--- config.mk ---
export PLATFORM = sky130hd
export DESIGN_NAME = value_set_engine_unit
export DESIGN_NICKNAME = d
export VERILOG_FILES = /design/src/design/vse_pkg.sv /design/src/design/value_set_engine_unit.sv /design/src/design/vse_ctrl.sv /design/src/design/vse_datapath.sv
export SDC_FILE = /design/constraint.sdc
export NUM_CORES = 1
export LEC_CHECK = 0
export BUFFER_PORTS_ARGS = -buffer_cell sky130_fd_sc_hd__buf_2
export CAP_MARGIN = 20
export CORE_AREA = 4 4 307 309
export CTS_CLUSTER_DIAMETER = 60
export DETAILED_ROUTE_END_ITERATION = 10
export DIE_AREA = 0 0 311 313
export MAX_ROUTING_LAYER = met4
export PLACE_DENSITY = 0.56
export RECOVER_POWER = 100
export SLEW_MARGIN = 20
export SYNTH_ARGS = -nofsm -noshare
export SYNTH_HDL_FRONTEND = slang
export SYNTH_SLANG_ARGS = --single-unit
--- constraint.sdc ---
create_clock -name clk -period 14 [get_ports clk]
set_clock_uncertainty 0.05 [all_clocks]
set_input_delay 0.7 -clock clk [delete_from_list [all_inputs] [get_ports clk]]
set_output_delay 0.7 -clock clk [all_outputs]
set_load 0.05 [all_outputs]
--- src/design/vse_pkg.sv ---
// Package for the value set engine: sizes, request and result types,
// operation codes, controller states and the controller/datapath bundles.
// No dependencies.
package vse_pkg;

  localparam int CAPACITY    = 16;
  localparam int KEY_WIDTH   = 32;
  localparam int KEY_IN_W    = 32;
  localparam int KEY_COUNT_W = 5;
  localparam int CNT_W       = $clog2(CAPACITY + 1);
  localparam int IDX_W       = (CAPACITY > 1) ? $clog2(CAPACITY) : 1;

  typedef enum logic [1:0] {
    MODE_CONTAINS = 2'd0,
    MODE_ADD      = 2'd1,
    MODE_REMOVE   = 2'd2,
    MODE_DUMP     = 2'd3
  } mode_t;

  typedef struct packed {
    mode_t               mode;
    logic [KEY_IN_W-1:0] key_value;
  } req_t;

  typedef struct packed {
    logic                   found;
    logic                   full_reject;
    logic [KEY_COUNT_W-1:0] key_count;
    logic [KEY_IN_W-1:0]    dump_key;
    logic                   dump_valid;
    logic                   last;
  } res_t;

  typedef enum logic [1:0] {
    ST_IDLE,
    ST_UPDATE,
    ST_DUMP
  } state_t;

  typedef struct packed {
    logic load_req;
    logic apply;
    logic idx_clear;
    logic dump_emit;
  } cmd_t;

  typedef struct packed {
    logic is_dump;
    logic set_empty;
    logic dump_final;
  } sts_t;

endpackage

--- src/design/value_set_engine_unit.sv ---
// Value set engine top level: a packed table of distinct keys with a count.
// Contains, add, remove and a dump of an empty set register their result in the
// UPDATE state once the output is free; no new request is accepted until the
// engine is back in IDLE. A dump of N keys registers one key per cycle in DUMP
// while the output is free. A result the receiver has not taken holds the next one.
// Synchronous reset empties the set without clearing the table. Uses vse_pkg.
module value_set_engine_unit (
  input  logic          clk,
  input  logic          rst,
  input  logic          req_valid,
  output logic          req_ready,
  input  vse_pkg::req_t req,
  output logic          res_valid,
  input  logic          res_ready,
  output vse_pkg::res_t res
);

  vse_pkg::cmd_t cmd;
  vse_pkg::sts_t sts;

  vse_ctrl u_ctrl (
    .clk       (clk),
    .rst       (rst),
    .req_valid (req_valid),
    .req_ready (req_ready),
    .res_valid (res_valid),
    .res_ready (res_ready),
    .cmd       (cmd),
    .sts       (sts)
  );

  vse_datapath u_datapath (
    .clk (clk),
    .rst (rst),
    .req (req),
    .res (res),
    .cmd (cmd),
    .sts (sts)
  );

endmodule

--- src/design/vse_ctrl.sv ---
// Controller state machine of the value set engine.
// Depends on vse_pkg; drives the datapath through cmd_t and reads sts_t.
module vse_ctrl (
  input  logic          clk,
  input  logic          rst,
  input  logic          req_valid,
  output logic          req_ready,
  output logic          res_valid,
  input  logic          res_ready,
  output vse_pkg::cmd_t cmd,
  input  vse_pkg::sts_t sts
);

  vse_pkg::state_t state;
  vse_pkg::state_t state_next;
  logic            out_valid;
  logic            out_valid_next;
  logic            out_free;

  assign out_free  = !out_valid || res_ready;
  assign req_ready = (state == vse_pkg::ST_IDLE);
  assign res_valid = out_valid;

  always_ff @(posedge clk) begin
    if (rst) begin
      state     <= vse_pkg::ST_IDLE;
      out_valid <= 1'b0;
    end else begin
      state     <= state_next;
      out_valid <= out_valid_next;
    end
  end

  always_comb begin
    state_next = state;
    cmd        = '0;
    case (state)
      vse_pkg::ST_IDLE: begin
        if (req_valid) begin
          cmd.load_req = 1'b1;
          state_next   = vse_pkg::ST_UPDATE;
        end
      end
      vse_pkg::ST_UPDATE: begin
        if (sts.is_dump && !sts.set_empty) begin
          cmd.idx_clear = 1'b1;
          state_next    = vse_pkg::ST_DUMP;
        end else if (out_free) begin
          cmd.apply  = 1'b1;
          state_next = vse_pkg::ST_IDLE;
        end
      end
      vse_pkg::ST_DUMP: begin
        if (out_free) begin
          cmd.dump_emit = 1'b1;
          if (sts.dump_final) begin
            state_next = vse_pkg::ST_IDLE;
          end
        end
      end
      default: begin
        state_next = vse_pkg::ST_IDLE;
      end
    endcase
  end

  always_comb begin
    if (cmd.apply || cmd.dump_emit) begin
      out_valid_next = 1'b1;
    end else if (res_ready) begin
      out_valid_next = 1'b0;
    end else begin
      out_valid_next = out_valid;
    end
  end

endmodule

--- src/design/vse_datapath.sv ---
// Datapath of the value set engine: key table, count, lane compares,
// compaction shift, dump index and the result register.
// Depends on vse_pkg; commanded by vse_ctrl.
module vse_datapath (
  input  logic          clk,
  input  logic          rst,
  input  vse_pkg::req_t req,
  output vse_pkg::res_t res,
  input  vse_pkg::cmd_t cmd,
  output vse_pkg::sts_t sts
);

  logic [vse_pkg::KEY_WIDTH-1:0] entries [vse_pkg::CAPACITY];
  logic [vse_pkg::CNT_W-1:0]     count;
  logic [vse_pkg::CNT_W-1:0]     count_next;
  logic [vse_pkg::IDX_W-1:0]     idx;
  vse_pkg::mode_t                mode_q;
  logic [vse_pkg::KEY_WIDTH-1:0] key_q;
  logic [vse_pkg::CAPACITY-1:0]  hit;
  logic [vse_pkg::CAPACITY-1:0]  hit_q;
  logic [vse_pkg::IDX_W-1:0]     pos;
  logic                          found;
  logic                          is_full;
  logic                          add_ok;
  logic                          rem_ok;
  logic                          reject;
  logic [vse_pkg::KEY_WIDTH-1:0] key_in;
  vse_pkg::res_t                 res_next;

  assign key_in = vse_pkg::KEY_WIDTH'(req.key_value);

  always_comb begin
    for (int i = 0; i < vse_pkg::CAPACITY; i++) begin
      hit[i] = (vse_pkg::CNT_W'(i) < count) && (entries[i] == key_in);
    end
  end

  always_comb begin
    pos = '0;
    for (int i = 0; i < vse_pkg::CAPACITY; i++) begin
      pos = pos | (hit_q[i] ? vse_pkg::IDX_W'(i) : '0);
    end
  end

  assign found   = |hit_q;
  assign is_full = (count >= vse_pkg::CNT_W'(vse_pkg::CAPACITY));
  assign add_ok  = (mode_q == vse_pkg::MODE_ADD) && !found && !is_full;
  assign reject  = (mode_q == vse_pkg::MODE_ADD) && !found && is_full;
  assign rem_ok  = (mode_q == vse_pkg::MODE_REMOVE) && found;

  always_comb begin
    if (add_ok) begin
      count_next = count + 1'b1;
    end else if (rem_ok) begin
      count_next = count - 1'b1;
    end else begin
      count_next = count;
    end
  end

  always_ff @(posedge clk) begin
    if (cmd.load_req) begin
      mode_q <= req.mode;
      key_q  <= key_in;
      hit_q  <= hit;
    end
  end

  for (genvar g = 0; g < vse_pkg::CAPACITY; g++) begin : g_lane
    if (g < vse_pkg::CAPACITY - 1) begin : g_shift
      always_ff @(posedge clk) begin
        if (cmd.apply) begin
          if (add_ok && (vse_pkg::CNT_W'(g) == count)) begin
            entries[g] <= key_q;
          end else if (rem_ok && (vse_pkg::IDX_W'(g) >= pos)) begin
            entries[g] <= entries[g+1];
          end
        end
      end
    end else begin : g_top
      always_ff @(posedge clk) begin
        if (cmd.apply && add_ok && (vse_pkg::CNT_W'(g) == count)) begin
          entries[g] <= key_q;
        end
      end
    end
  end

  always_ff @(posedge clk) begin
    if (rst) begin
      count <= '0;
    end else if (cmd.apply) begin
      count <= count_next;
    end
  end

  always_ff @(posedge clk) begin
    if (cmd.idx_clear) begin
      idx <= '0;
    end else if (cmd.dump_emit) begin
      idx <= idx + 1'b1;
    end
  end

  assign sts.is_dump    = (mode_q == vse_pkg::MODE_DUMP);
  assign sts.set_empty  = (count == '0);
  assign sts.dump_final = ((vse_pkg::CNT_W'(idx) + 1'b1) == count);

  always_comb begin
    res_next = '0;
    if (cmd.dump_emit) begin
      res_next.key_count  = vse_pkg::KEY_COUNT_W'(count);
      res_next.dump_key   = vse_pkg::KEY_IN_W'(entries[idx]);
      res_next.dump_valid = 1'b1;
      res_next.last       = sts.dump_final;
    end else begin
      res_next.found       = found && !sts.is_dump;
      res_next.full_reject = reject;
      res_next.key_count   = vse_pkg::KEY_COUNT_W'(count_next);
      res_next.last        = 1'b1;
    end
  end

  always_ff @(posedge clk) begin
    if (cmd.apply || cmd.dump_emit) begin
      res <= res_next;
    end
  end

endmodule

==> results of run 1 <==
==> worst paths after layout <==
path | from | endpoint | slack, ns | cells after the start
setup / recovery | u_datapath.hit_q[10] | u_datapath.entries[3][26] | 5.35 | 6
hold / removal | req[33] | u_datapath.mode_q[1] | 0.19 | 1
setup reg to reg | u_datapath.hit_q[10] | u_datapath.entries[3][26] | 5.35 | 6
hold reg to reg | u_ctrl.state[1] | u_ctrl.state[0] | 0.46 | 1
==> state kept, by name, indices dropped and copies added, names as in the netlist <==
signal and count:
u_ctrl.state 2, u_datapath.idx 4, u_datapath.count 5, u_datapath.mode_q 2
u_datapath.res 41, u_datapath.hit_q 16, u_ctrl.res_valid 1, u_datapath.key_q 32
u_datapath.entries 512
==> synthesized netlist by cell type (5+ instances only) <==
cell	number
edfxtp_1	603
mux2_2	383
xor2_1	302
xnor2_1	217
mux4_2	160
clkbuf_1	120
nor4_1	92
mux2_1	69
nand4_1	64
buf_2	45
and2_1	35
mux2_4	29
nand2_1	28
buf_1	25
nand3_1	23
nor2_1	22
nor3_1	17
o21ai_0	16
dfxtp_1	12
a21oi_1	11
inv_1	9
nand2b_1	9
nor2b_1	7
ha_1	6
o21bai_1	5
or4_1	5
==> area by class of cell <==
class,count,area (um2),share of cell area (%)
sequential,615,18400,47.0
multi-input combinational,1560,16200,41.3
clock buffer,96,2120,5.44
tap,1186,1480,3.80
timing repair buffer,120,475,1.22
clock inverter,46,438,1.12
inverter,9,33.8,0.0864
antenna,7,17.5,0.0448
==> stage by stage <==
stage          setup WS (ns)  power, mW
3_5_place_dp            9.00       3.30
4_1_cts                 8.97       5.35
6_report                5.35       5.36
3_3_place_gp            9.33       3.29
5_1_grt                 5.25       5.51
2_1_floorplan           9.05       2.95
==> power by group through the flow <==
stage,registers (mW),clock network [mW],logic [mW]
final,2.20,2.06,1.10
after CTS,2.20,2.09,1.06
after floorplan,2.12,0,0.823
after global routing,2.21,2.16,1.14
after detailed placement,2.24,0,1.06
after global placement,2.24,0,1.05
==> layout by cell type, fill, tap and decap left out, types with 4 or more instances in the layout <==
| master | netlist | routed |
|---|---|---|
| clkbuf_1 | 120 | 122 |
| a21oi_1 | 11 | 11 |
| xnor2_1 | 217 | 217 |
| nand3_1 | 23 | 22 |
| inv_1 | 9 | 9 |
| and2_1 | 35 | 16 |
| clkinv_1 | 0 | 14 |
| clkbuf_16 | 0 | 82 |
| o21ai_4 | 0 | 7 |
| nor4_1 | 92 | 94 |
| dfxtp_1 | 12 | 10 |
| nand4_1 | 64 | 64 |
| xor2_1 | 302 | 302 |
| inv_6 | 0 | 4 |
| nor2_1 | 22 | 24 |
| mux4_2 | 160 | 160 |
| clkinvlp_4 | 0 | 4 |
| mux2_2 | 383 | 383 |
| mux2_1 | 69 | 97 |
| nor2b_1 | 7 | 7 |
| diode_2 | 0 | 7 |
| clkinv_2 | 0 | 13 |
| nand2_2 | 1 | 4 |
| or3_1 | 4 | 4 |
| buf_4 | 3 | 5 |
| o21ai_0 | 16 | 11 |
| nand2b_1 | 9 | 9 |
| edfxtp_1 | 603 | 603 |
| and2_0 | 0 | 19 |
| o211ai_1 | 4 | 4 |
| ha_1 | 6 | 6 |
| bufinv_16 | 0 | 7 |
| nor3_1 | 17 | 18 |
| or4_1 | 5 | 5 |
| nand2_1 | 28 | 25 |
| buf_2 | 45 | 5 |
==> cells by family (layout without fill, tap and decap cells) <==
| family | Yosys count | after routing | synth area share [%] |
|---|---|---|---|
| compound gates | 67 | 67 | 1.30 |
| other cells | 0 | 7 | 0 |
| xor+xnor | 519 | 519 | 12.8 |
| buf+inv | 205 | 271 | 2.43 |
| mux | 642 | 642 | 25.8 |
| flops | 615 | 615 | 51.9 |
| simple gates | 326 | 326 | 5.53 |
| fa+ha+maj | 6 | 6 | 0.212 |
==> per-layer routing <==
| metal | up-vias | wire (um) |
|---|---|---|
| li1 | 9188 | - |
| met1 | 12316 | 60300 |
| met2 | 1532 | 68200 |
| met3 | 340 | 16000 |
| met4 | 0 | 9950 |
| met5 | - | 0 |
==> out/summary.txt, run 1 <==
Die Ht - 313 um
Area of the mapped netlist - 35400 um2
Postcts setup bufs - 0
Critical Path Slowest Stage Cell - nand2_1
Power Internal - 3.84 mW
CP endpoint kind - flip-flop
Met2 Track Usage GR - 47.4%
IO Count - 81
RePlAce Congestion - 1.08
P_sw - 1.53 mW
Gate power share - 20.5%
Num CTS Buffers - 79
CORE AREA - 91400 um2
Pre-Repair DR Iteration Count - 5
Top_reg_cell synth - edfxtp_1
Syn avg cell area - 14.9 um2
Worst slew pin tran - 5.21 ns
Worst ir drop on vdd - 0.0000972 V
Slew headroom - -248%
Final net count - 2429
Count of cell types in the netlist - 62
Area share of the largest cell type after synthesis - 51.2%
Leakage - 12.1 nW
Mapped Nets - 2424
Placed Area - 37000 um2
Number of max-cap violations - 48
Area leader, netlist - edfxtp_1
Max incr delay on CP - 2.94 ns
Crit-path max FO - 36
Most frequent CP cell - nand2_1
CTS clk-pin slew, worst paths - 0.06 ns
CTS resizes - 0
RSZ-0062 raised after global routing - false
Crit path max-delay family - simple AND/OR/NAND/NOR gates
Area added between synthesis and finish - 10.5%
Clock Sinks - 615
GR Util met1 - 41.5%
Initial core utilization - 38.7%
Met3 global-route usage - 7.34%
Post-synth EDFFs - 603
First-pass GRT wire length - 208000 um
Warnings from Yosys - 0
CTS tree - done
Hold slack - 0.187 ns
I/O Buffers - 80
Buf+Inv Stages, Crit Path - 1
Post-route insts no fill - 3639
Die area - 97300 um2
Antenna violations before repair - 11
Yosys reg bits - 615
Clk pwr share - 38.5%
# hold bufs at CTS - 0
FP Rows - 111
Power Dens Cells - 137 nW/um2
Final Cell Area - 39100 um2
Seq/Total Area, Yosys - 51.9%
Post-route ant nets - 0
Via count - 23376
Root Driver - clkbuf_16
Worst-Skew Late Latency - 0.66 ns
Reg power frac - 41.0%
Fin. Hold Viols - 0
H-tree depth - 3
GRT Resource Usage Total - 32.0%
Longest Clk Path Bufs - 3
Fin crit period - 8.65 ns
FFs w/ async S/R, synth - 0%
DRC viols - 0
Crit path cell chain - nor4_1 > nand2_1 > nor3_4 > clkbuf_1 > nand2_1 > mux2_2
Outcome - finished, violations left
Largest net degree at the start of global routing - 56
CP Data Required Time - 14.33 ns
Failing checks - capacitance limit, slew limit
1st-iter DRT viols - 3570
Post-route core utilization - 42.8%
Fill cell count - 8375
Routed vias/inst - 6.42
Max Fclk - 116 MHz
GRT busiest layer - met2
Total Neg Setup Slack - 0 ns
Hold Crit Class - in -> reg
Placed Cells - 3490
Switch share - 28.4%
Routed wire per std cell - 42.4 um
Post-Synthesis Cells - 2380
Type of origin of the critical path - flip-flop
Remaining Overflow, GRT - 0
Die width - 311 um
Vias in the first global route - 22831
Final setup fails - 0
Dominant cells by area after synthesis - edfxtp_1 51%, mux2_2 12%, mux4_2 10%
CP arrival - 8.98 ns
Fraction of layout cells with a size suffix above 1 - 28.6%
WL final - 154000 um
Period utilization - 61.8%
Setup CP Type - reg -> reg
Slew Limit Fails - 1402
DP HPWL - 108000 um
Note: power is estimated with default switching activity, not from simulation.
==> run 2, diff against run 1 <==
clock period = 8.12 ns   (was 14 ns; I/O delays follow)
==> run 2 against run 1 <==
The run still ends with capacitance limit, slew limit left; hold slack worse by 0.037 ns; maximum frequency increased by 47%; largest power group unchanged; critical path depth increased by 1; power is 73% higher.
==> out/summary.txt, run 2 (same netlist as run 1, synthesis figures left out) <==
Clock Sinks - 615 (unchanged)
Routed vias/inst - 6.21 (was 6.42)
Fraction of layout cells with a size suffix above 1 - 28.9% (was 28.6%)
Max reg flops - 512 (unchanged)
Final setup fails - 0 (unchanged)
Num CTS Buffers - 78 (was 79)
Place WS - 4.26 ns (was 9.00 ns)
Outcome - finished, violations left (unchanged)
GRT Resource Usage Total - 27.8% (was 32.0%)
Routed wire per std cell - 36.9 um (was 42.4 um)
Type of origin of the critical path - flip-flop (unchanged)
DRC viols - 0 (unchanged)
Antenna violations before repair - 13 (was 11)
I/O Buffers - 80 (unchanged)
IO Count - 81 (unchanged)
Failing checks - capacitance limit, slew limit (unchanged)
Setup CP Type - reg -> reg (unchanged)
CTS clk-pin slew, worst paths - 0.06 ns (about the same)
Area added between synthesis and finish - 10.7% (was 10.5%)
Leakage - 12.2 nW (was 12.1 nW)
Commonest non-fill, non-tap cells in the layout - 603 x edfxtp_1, 383 x mux2_2, 302 x xor2_1 (unchanged)
R2R Setup Slk - 2.26 ns (was 5.35 ns)
Number of max-cap violations - 55 (was 48)
CP arrival - 6.20 ns (was 8.98 ns)
Crit-path max FO - 33 (was 36)
Slew Limit Fails - 1260 (was 1402)
Final net count - 2433 (was 2429)
RePlAce Congestion - 1.01 (was 1.08)
CP Data Required Time - 8.45 ns (was 14.33 ns)
Hold Crit Class - in -> reg (unchanged)
Vias in the first global route - 22625 (was 22831)
Final worst slack - 2.26 ns (was 5.35 ns)
Initial core utilization - 38.7% (unchanged)
Largest net degree at the start of global routing - 119 (was 56)
CP endpoint kind - flip-flop (unchanged)
Die width - 311 um (unchanged)
WL final - 134000 um (was 154000 um)
Multi-input logic area - 16100 um2 (was 16200 um2)
Worst ir drop on vdd - 0.000175 V (was 0.0000972 V)
CTS tree - done (unchanged)
Longest Clk Path Bufs - 3 (unchanged)
Max Fclk - 171 MHz (was 116 MHz)
Register area - 18400 um2 (about the same)
Via count - 22582 (was 23376)
Die area - 97300 um2 (unchanged)
Fin. Hold Viols - 0 (unchanged)
First-pass GRT wire length - 185000 um (was 208000 um)
Root Driver - clkbuf_16 (unchanged)
Slew headroom - -251% (was -248%)
Remaining Overflow, GRT - 0 (unchanged)
Commonest non-fill, non-tap cell in the layout - edfxtp_1 (unchanged)
RSZ-0062 raised after global routing - false (unchanged)
Power Dens Cells - 237 nW/um2 (was 137 nW/um2)
Fill cell count - 8364 (was 8375)
Largest Register - u_datapath.entries (unchanged)
H-tree depth - 3 (unchanged)
FP Rows - 111 (unchanged)
Fin crit period - 5.86 ns (was 8.65 ns)
Period utilization - 72.2% (was 61.8%)
Postcts setup bufs - 0 (unchanged)
DP HPWL - 98900 um (was 108000 um)
Worst slew pin tran - 5.26 ns (was 5.21 ns)
Die Ht - 313 um (unchanged)
Worst-Skew Late Latency - 0.65 ns (was 0.66 ns)
Pre-Repair DR Iteration Count - 7 (was 5)
Total Neg Setup Slack - 0 ns (unchanged)
1st-iter DRT viols - 2802 (was 3570)
CORE AREA - 91400 um2 (unchanged)
Post-route ant nets - 0 (unchanged)
Regs by FF count - u_datapath.entries: 512 flops, u_datapath.res: 41 flops, u_datapath.key_q: 32 flops (unchanged)
-- run 2: changes by cell type in the layout (fill, tap and decap cells not counted), moves of 3 or more --
cell and change:
diode_2 -4, dlygate4sd3_1 +3, buf_16 +5, buf_2 +7
and2_1 -6, nand2_2 -3, bufinv_16 -3, o21ai_4 -3
nand2_1 +3, clkbuf_1 -11, buf_12 +3, and2_0 +6
-- run 2: layout make-up --
type | count | share of cell area (%)
diodes | 3 | 0.0192
clock buffers | 99 | 5.40
clock inverters | 39 | 0.828
inverters | 9 | 0.0895
multi-input cells | 1560 | 41.2
flip-flops and latches | 615 | 46.9
well taps | 1186 | 3.79
repair buffers | 125 | 1.78
-- run 2: per-stage QoR --
stage               std cells  area (um2)  utilization, %  power, mW  hold WS [ns]
global placement         3484       37000            40.5       5.92         0.438
CTS                      3630       39600            43.4       9.32         0.117
finish                   3636       39200            42.8       9.30         0.150
global route             3636       39200            42.8       9.53         0.164
detailed placement       3489       37100            40.7       5.93         0.461
floorplan                2380       35400               -       5.08         0.411
-- run 2: worst max-delay path: stages, from the launching register on --
cell,delay (ns)
edfxtp_1,0.46
or4_1,0.58
nor4_1,1.10
nor2_1,0.46
o21ai_4,0.16
clkbuf_1,1.88
o21ai_4,0.52
buf_16,0.37
-- run 2: power breakdown --
group / total (mW) / switching, mW / leakage [nW] / internal, mW
combinational: 2.13 / 1.18 / 5.38 / 0.947
sequential: 3.76 / 0.219 / 5.58 / 3.54
clock: 3.40 / 1.44 / 1.19 / 1.97
-- run 2: per-layer routing --
metal	track usage, %	part of all wire, %	vias up
met1	36.8	41	11902
met3	3.94	7.3	296
met2	41.8	45	1188
li1	-	-	9196
met5	-	0	-
met4	14.7	6.5	0
-- run 2: final timing paths --
path,from,to,cells past startpoint
hold / removal,res_ready,u_ctrl.state[0],4
setup reg to reg,u_datapath.hit_q[7],u_datapath.entries[10][16],7
hold reg to reg,u_ctrl.state[1],u_ctrl.state[0],1
setup / recovery,u_datapath.hit_q[7],u_datapath.entries[10][16],7
-- run 2: repair_timing --
| action | CTS | global route |
|---|---|---|
| hold buffers | 3 | 0 |
| endpoints found under the hold margin | 5 | 0 |
| gates resized for setup | 0 | 0 |
